**config.mk**
```make
export PLATFORM = sky130hd
export DESIGN_NAME = mds_fifo
export DESIGN_NICKNAME = d
export VERILOG_FILES = /design/src/mds_pkg.sv /design/src/mds_fifo.sv
export SDC_FILE = /design/constraint.sdc
export NUM_CORES = 1
export LEC_CHECK = 0
export ABC_AREA = 1
export CAP_MARGIN = 20
export CORE_ASPECT_RATIO = 1.75
export CORE_MARGIN = 3
export CORE_UTILIZATION = 50
export CTS_BUF_LIST = sky130_fd_sc_hd__clkbuf_8
export DETAILED_ROUTE_END_ITERATION = 7
export DONT_BUFFER_PORTS = 1
export PLACE_DENSITY = 0.71
export SLEW_MARGIN = 25
export SYNTH_ARGS = -nofsm -noshare
export SYNTH_HDL_FRONTEND = slang
export SYNTH_SLANG_ARGS = --single-unit
```
**constraint.sdc**
```tcl
create_clock -name clk_i -period 6.52 [get_ports clk_i]
set_input_delay 0.978 -clock clk_i [delete_from_list [all_inputs] [get_ports clk_i]]
set_output_delay 0.978 -clock clk_i [all_outputs]
set_load 0.005 [all_outputs]
```
**src/mds_pkg.sv**
```systemverilog
`default_nettype none

package mds_pkg;

  // Sizes of the stream fields and configuration registers.
  localparam int unsigned PIX_W   = 8;
  localparam int unsigned WSZ_W   = 3;
  localparam int unsigned FW_W    = 12;
  localparam int unsigned FH_W    = 13;
  localparam int unsigned ROW_W   = 12;
  localparam int unsigned CFG_W   = 13;
  localparam int unsigned CIDX_W  = 2;

  // Geometry of the neighbourhood and the line stores.
  localparam int unsigned MAX_WIDTH_DEF = 2048;
  localparam int unsigned MAX_HEIGHT    = 4096;
  localparam int unsigned LINES         = 4;
  localparam int unsigned WIN           = 5;
  localparam int unsigned NWIN          = WIN * WIN;
  localparam int unsigned RANK_W        = 5;
  localparam int unsigned QDEPTH        = 4;
  localparam int unsigned QCNT_W        = $clog2(QDEPTH + 1);

  // Register values after reset.
  localparam logic [WSZ_W-1:0] WSZ_RST = 3'd3;
  localparam logic [FW_W-1:0]  FW_RST  = 12'd1920;
  localparam logic [FH_W-1:0]  FH_RST  = 13'd1080;

  typedef enum logic [CIDX_W-1:0] {
    REG_WINDOW_SIZE  = 2'd0,
    REG_FRAME_WIDTH  = 2'd1,
    REG_FRAME_HEIGHT = 2'd2
  } cfg_reg_e;

  typedef struct packed {
    logic [WSZ_W-1:0] window_size;
    logic [FW_W-1:0]  frame_width;
    logic [FH_W-1:0]  frame_height;
  } mds_cfg_t;

  // One median job: the window (index row*WIN+col, row and column counted
  // backwards from the newest pixel), the elements taking part and the rank sought.
  typedef struct packed {
    logic [NWIN-1:0][PIX_W-1:0] win;
    logic [NWIN-1:0]            mask;
    logic [RANK_W-1:0]          rank;
    logic                       frame_end;
  } mds_job_t;

  // Index of the lower median in a sorted window of side s.
  function automatic logic [RANK_W-1:0] lower_median_rank(input logic [WSZ_W-1:0] s);
    logic [RANK_W-1:0] r;
    case (s)
      3'd2:    r = 5'd1;
      3'd3:    r = 5'd4;
      3'd4:    r = 5'd7;
      default: r = 5'd12;
    endcase
    return r;
  endfunction

endpackage

`default_nettype wire

```
**src/mds_fifo.sv**
```systemverilog
`default_nettype none

module mds_fifo import mds_pkg::*; (
  input  wire logic              clk_i,
  input  wire logic              rst_ni,
  input  wire logic              push_i,
  input  wire mds_job_t          data_i,
  input  wire logic              pop_i,
  output mds_job_t               data_o,
  output logic                   empty_o,
  output logic [QCNT_W-1:0]      count_o
);

  localparam int unsigned PW = (QDEPTH > 1) ? $clog2(QDEPTH) : 1;

  mds_job_t          mem_q [QDEPTH];
  logic [PW-1:0]     wr_q, rd_q;
  logic [QCNT_W-1:0] cnt_q;

  function automatic logic [PW-1:0] step(input logic [PW-1:0] p);
    return (p == PW'(QDEPTH - 1)) ? '0 : p + PW'(1);
  endfunction

  assign data_o  = mem_q[rd_q];
  assign empty_o = cnt_q == '0;
  assign count_o = cnt_q;

  // Pointers and fill level.
  always_ff @(posedge clk_i or negedge rst_ni) begin
    if (!rst_ni) begin
      wr_q  <= '0;
      rd_q  <= '0;
      cnt_q <= '0;
    end else begin
      if (push_i) wr_q <= step(wr_q);
      if (pop_i) rd_q <= step(rd_q);
      cnt_q <= cnt_q + QCNT_W'(push_i) - QCNT_W'(pop_i);
    end
  end

  // Storage.
  always_ff @(posedge clk_i) begin
    if (push_i) begin
      mem_q[wr_q] <= data_i;
    end
  end

endmodule

`default_nettype wire

```
Word-level counts from Yosys, hierarchy flattened
Memory sizes are Yosys's and may differ from the RTL's. Cells that the tools add are included.

$add $sub $neg: 4. Eq/ne operators: 2. Multiplexer cells: 4. Reductions and logical operators: 1.

Operators with widths (count): adder 2 x 1 -> 2 bit (second input constant) (2); equality test 2 bit (second input constant) (2); two-way mux 2 bit (2); adder 3 x 1 -> 3 bit (1); logical NOT 3 bit (1); subtractor 3 x 1 -> 3 bit (1); two-way mux 1 bit (2).

Bits in registers: 7. RAM bits: 924. Input port bits: 235. Output and inout port bits: 235. Logic and storage cells: 15. Memories kept: 1.

Memory list: mem_q (words 4, bits a word 231, rd ports 1, clocked after memory_dff 0, write ports 1, RTL line mds_fifo.sv:16) `mds_job_t mem_q [QDEPTH];`.

Logic depth before layout (Yosys ltp)
Word-level depth: 2. Depth in mapped cells: 9. Gate-level depth less buffers: 9.

Worst setup path after synthesis
No wires, ideal clock.

Kind: input -> register. From: input port push_i. To: memory mem_q[2][0] (netlist bit) (enable). Setup time: 582 ps. Arrival time: 5450 ps. Required time: 5938 ps. Path slack: 488 ps. Cell stages on the path: 2. Path through: nand2_1 > inv_1.

Cells in the longest elaborated chain, start to end: 2.

Ends and longest elaborated chain: start: declaration (RTL line mds_fifo.sv:6) `input wire logic push_i,`; two-way mux 1 bit (RTL line mds_fifo.sv:43) `if (push_i) begin`; two-way mux 1 bit (not written as such) (RTL line mds_fifo.sv:44) `mem_q[wr_q] <= data_i;`; end: declaration (RTL line mds_fifo.sv:16).

No other way between the ends.

==> PnR_summary.wiki <==
{| class="wikitable"
! Metric !! Value
|-
| Run status || completed
|-
| Main area contributors after synthesis || edfxtp_1, nand2_1, inv_1, nand3_1, buf_2
|-
| Via total after detailed routing || about 24000
|-
| Wire length of the first global-routing pass || 131100 um
|-
| Number of antenna violations at the first check in global routing || 2
|-
| Avg Synthesized Cell Area || 10.64 sq um
|-
| Count of flip-flops with a built-in enable after synthesis || between 900 and 1000
|-
| Final core utilization || 0.5466
|-
| Switching power summed over all nets || 6.036 mW
|-
| Post-CTS Hold Buffers || 1
|-
| Initial cell density of the core || 0.5049
|-
| Total of flip-flops plus latches after synthesis || just over 900
|-
| Overall track demand over capacity in global routing || 0.2096
|-
| Worst VDD drop || 0.3863 mV
|-
| Count of buffers from port buffering || 0
|-
| Setup clock skew after layout || 0.02547 ns
|-
| Root cell of the clock tree || clkbuf_8
|-
| Final sum of negative setup slack || 0 ns
|-
| Via/cell ratio || ~5.0
|-
| Maximum number of pins on one net before global-route repair || about 180
|-
| Slew Viols, Final || 0
|-
| WS Path Type || flip-flop to output pin
|-
| List of most frequent post-synthesis cells || nand2_1, inv_1, edfxtp_1
|-
| Dominant cell by count in the synthesized netlist || nand2_1
|-
| Internal power consumption || 10.87 mW
|-
| Endpoint arrival time on the critical path || roughly 3.4 ns
|-
| Clock tree from TritonCTS || yes
|-
| Setup-violating endpoint count in the final report || 0
|-
| Number of instances in the synthesized netlist || approximately 3700
|-
| WL per Instance || ~18 um
|-
| Max Clock Freq || about 230 MHz
|-
| Drt total wl || 86260 um
|-
| Resized cells post-CTS || 0
|-
| Last weighted congestion value of the routability-driven placer || about 0.85
|-
| Die area || 81650 sq um
|-
| Crit start category || flip-flop
|-
| Syn nets || just under 4000
|-
| Switching power share of the total || 0.3570
|-
| Compound-Gate Fraction of Synth Area || 0.0005125
|-
| Maximum clock path buffer count || 3
|-
| Gate power share || 0.277
|-
| 1st-pass router iterations || 5
|-
| Relative contribution of the clock network to total power || 0.250
|-
| Number of top-level design ports || 470
|-
| DRC violation count after routing || 0
|-
| Clock Sinks || between 900 and 1000
|-
| Slew headroom || 0.3087
|-
| Vias in the first global route || roughly 23000
|-
| Sequential element share of the synthesized area || 0.7148
|-
| Final Hold Vio Count || 0
|-
| Sequential cell area || about 28000 sq um
|-
| Source-to-sink clock delay at the later pin of the worst-skew pair || 0.80 ns
|-
| Number of fillers in the final layout || between 6000 and 7000
|-
| Hold crit path type || input port to flip-flop
|-
| Crit path required time || approximately 5.5 ns
|-
| Adder and majority gate portion of the synthesized area || 0.002755
|-
| Die Y-Extent || between 300 and 400 um
|-
| H-tree depth || 4
|-
| Net count of the finished layout || around 3900
|-
| Estimated wirelength of the detail-placed design || slightly above 50000 um
|-
| Clock-pin slew of the registers on the worst-case setup and hold paths || approximately 0.06 ns
|-
| Combinational family with the most area after synthesis || simple AND/OR/NAND/NOR gates
|-
| Min cycle time layout || about 4.4 ns
|-
| CTS buffer count || between 100 and 150
|-
| Seq pwr share || 0.474
|-
| Total congestion overflow after global routing || 0
|-
| Area of the multi-input gates || 6842 sq um
|-
| RSZ-0062 raised after global routing || false
|-
| Ys async rst share || 0.007519
|-
| Measured slew at the worst slew-check pin || about 1.0 ns
|-
| Ratio of final minimum period to clock period || 0.6711
|-
| Largest fanout of any net on the critical path || 140
|-
| Power density cells || between 300 and 400 nW/um^2
|-
| Dominant cell type by area after synthesis || edfxtp_1
|-
| Yosys Warn Count || 0
|-
| Synth Area in XOR/XNOR || 0
|-
| Iteration-0 DRC count of the detailed router || 1561
|-
| Syn Std Cell Area || 39060 sq um
|-
| Simple-gate share of the synthesized area || 0.1719
|-
| Minimum hold slack || between 0.2 and 0.25 ns
|-
| Dominant synthesized flop cell || edfxtp_1
|-
| Static Leakage || between 15 and 20 nW
|-
| Ratio of cells with drive above 1 in the final layout || 0.05119
|-
| Netlist cell types || 17
|-
| Rows || approximately 140
|-
| Share of cell area taken by muxes after synthesis || 0
|-
| Area growth, synth to finish || 8.261%
|-
| Routed Antenna Nets || 0
|-
| Capturing element type of the critical path || output pin
|-
| Standard cell core area || 77360 sq um
|-
| Post CTS Setup Buffer Count || 0
|-
| Maximum capacitance violations || 0
|-
| Top cell type's share of synthesized area || 0.7103
|-
| Die X-Extent || approximately 220 um
|}
## power groups by stage
stage | combinational (mW) | sequential (mW) | clock [mW]
2_1_floorplan | 3.45 | 8.16 | 0
3_5_place_dp | 4.73 | 8.13 | 0
3_3_place_gp | 4.67 | 8.10 | 0
6_report | 4.67 | 8.01 | 4.22
4_1_cts | 4.75 | 8.01 | 4.34
5_1_grt | 5.25 | 8.08 | 4.59
## layout make-up
type / count / area share
clock buffers: 135 / 0.04394
inverters: 939 / 0.08441
flip-flops and latches: 931 / 0.6604
diodes: 1 / 0.00005917
repair buffers: 17 / 0.005444
clock inverters: 102 / 0.01355
well taps: 1027 / 0.03039
multi-input cells: 1646 / 0.1618
## metal layers
metal | GRT usage | part of all wire | vias to the layer above
li1 | - | - | 11434
met1 | 0.2308 | 0.35 | 11345
met2 | 0.3410 | 0.48 | 938
met3 | 0.08757 | 0.11 | 243
met4 | 0.1203 | 0.054 | 2
met5 | 0 | 0.00015 | -
## cell families after synthesis
kind of cell,Yosys count
AOI/OAI and AO/OA,4
adders and majority gates,8
buffers and inverters,1093
DFF,931
and+or+nand+nor,1634
## cells in the final DEF (no fill, tap or decap), types with 3 or more instances in the layout
cell type	n
nand2_1	1168
inv_1	966
edfxtp_1	924
nand3_1	463
clkbuf_8	135
clkinv_1	35
clkinv_2	15
inv_8	9
clkinvlp_4	8
buf_12	8
buf_4	8
ha_1	7
dfrtp_1	5
o21ai_0	3
bufinv_16	3
## critical path, cell delays in order, from the launching register on
cell and delay, ns:
dfrtp_4 0.73, inv_8 0.54, buf_12 0.48, nand2_1 0.36, nand3_1 0.16, nand2_1 0.08
## registers in the layout (all words and copies together) (netlist names)
signal and count:
count_o 3, rd_q 2, mem_q 924, wr_q 2
## metrics by stage
stage | std cells | instance area [sq um] | setup slack, ns | power (mW)
CTS | 4797 | 42290 | 1.991 | 17.09
detailed placement | 4559 | 39850 | 2.950 | 12.87
floorplan | 3670 | 39060 | 0.4881 | 11.62
global placement | 4559 | 39850 | 2.990 | 12.78
finish | 4798 | 42290 | 2.144 | 16.91
global route | 4798 | 42290 | 1.918 | 17.92
## path summary, 6_finish.rpt
path | start | endpoint | slack (ns) | depth (start not counted)
worst min-delay path | pop_i | rd_q[0] | 0.24 | 1
worst min register to register | wr_q[0] | wr_q[0] | 0.59 | 3
worst max register to register | wr_q[0] | mem_q[0][181] | 3.90 | 5
max in group asynchronous | rst_ni | rd_q[0] | 5.64 | 1
min in group asynchronous | rst_ni | rd_q[1] | 0.54 | 1
worst max-delay path | rd_q[0] | data_o[172] | 2.14 | 5
No activity file was read; power rests on OpenSTA's default activity.
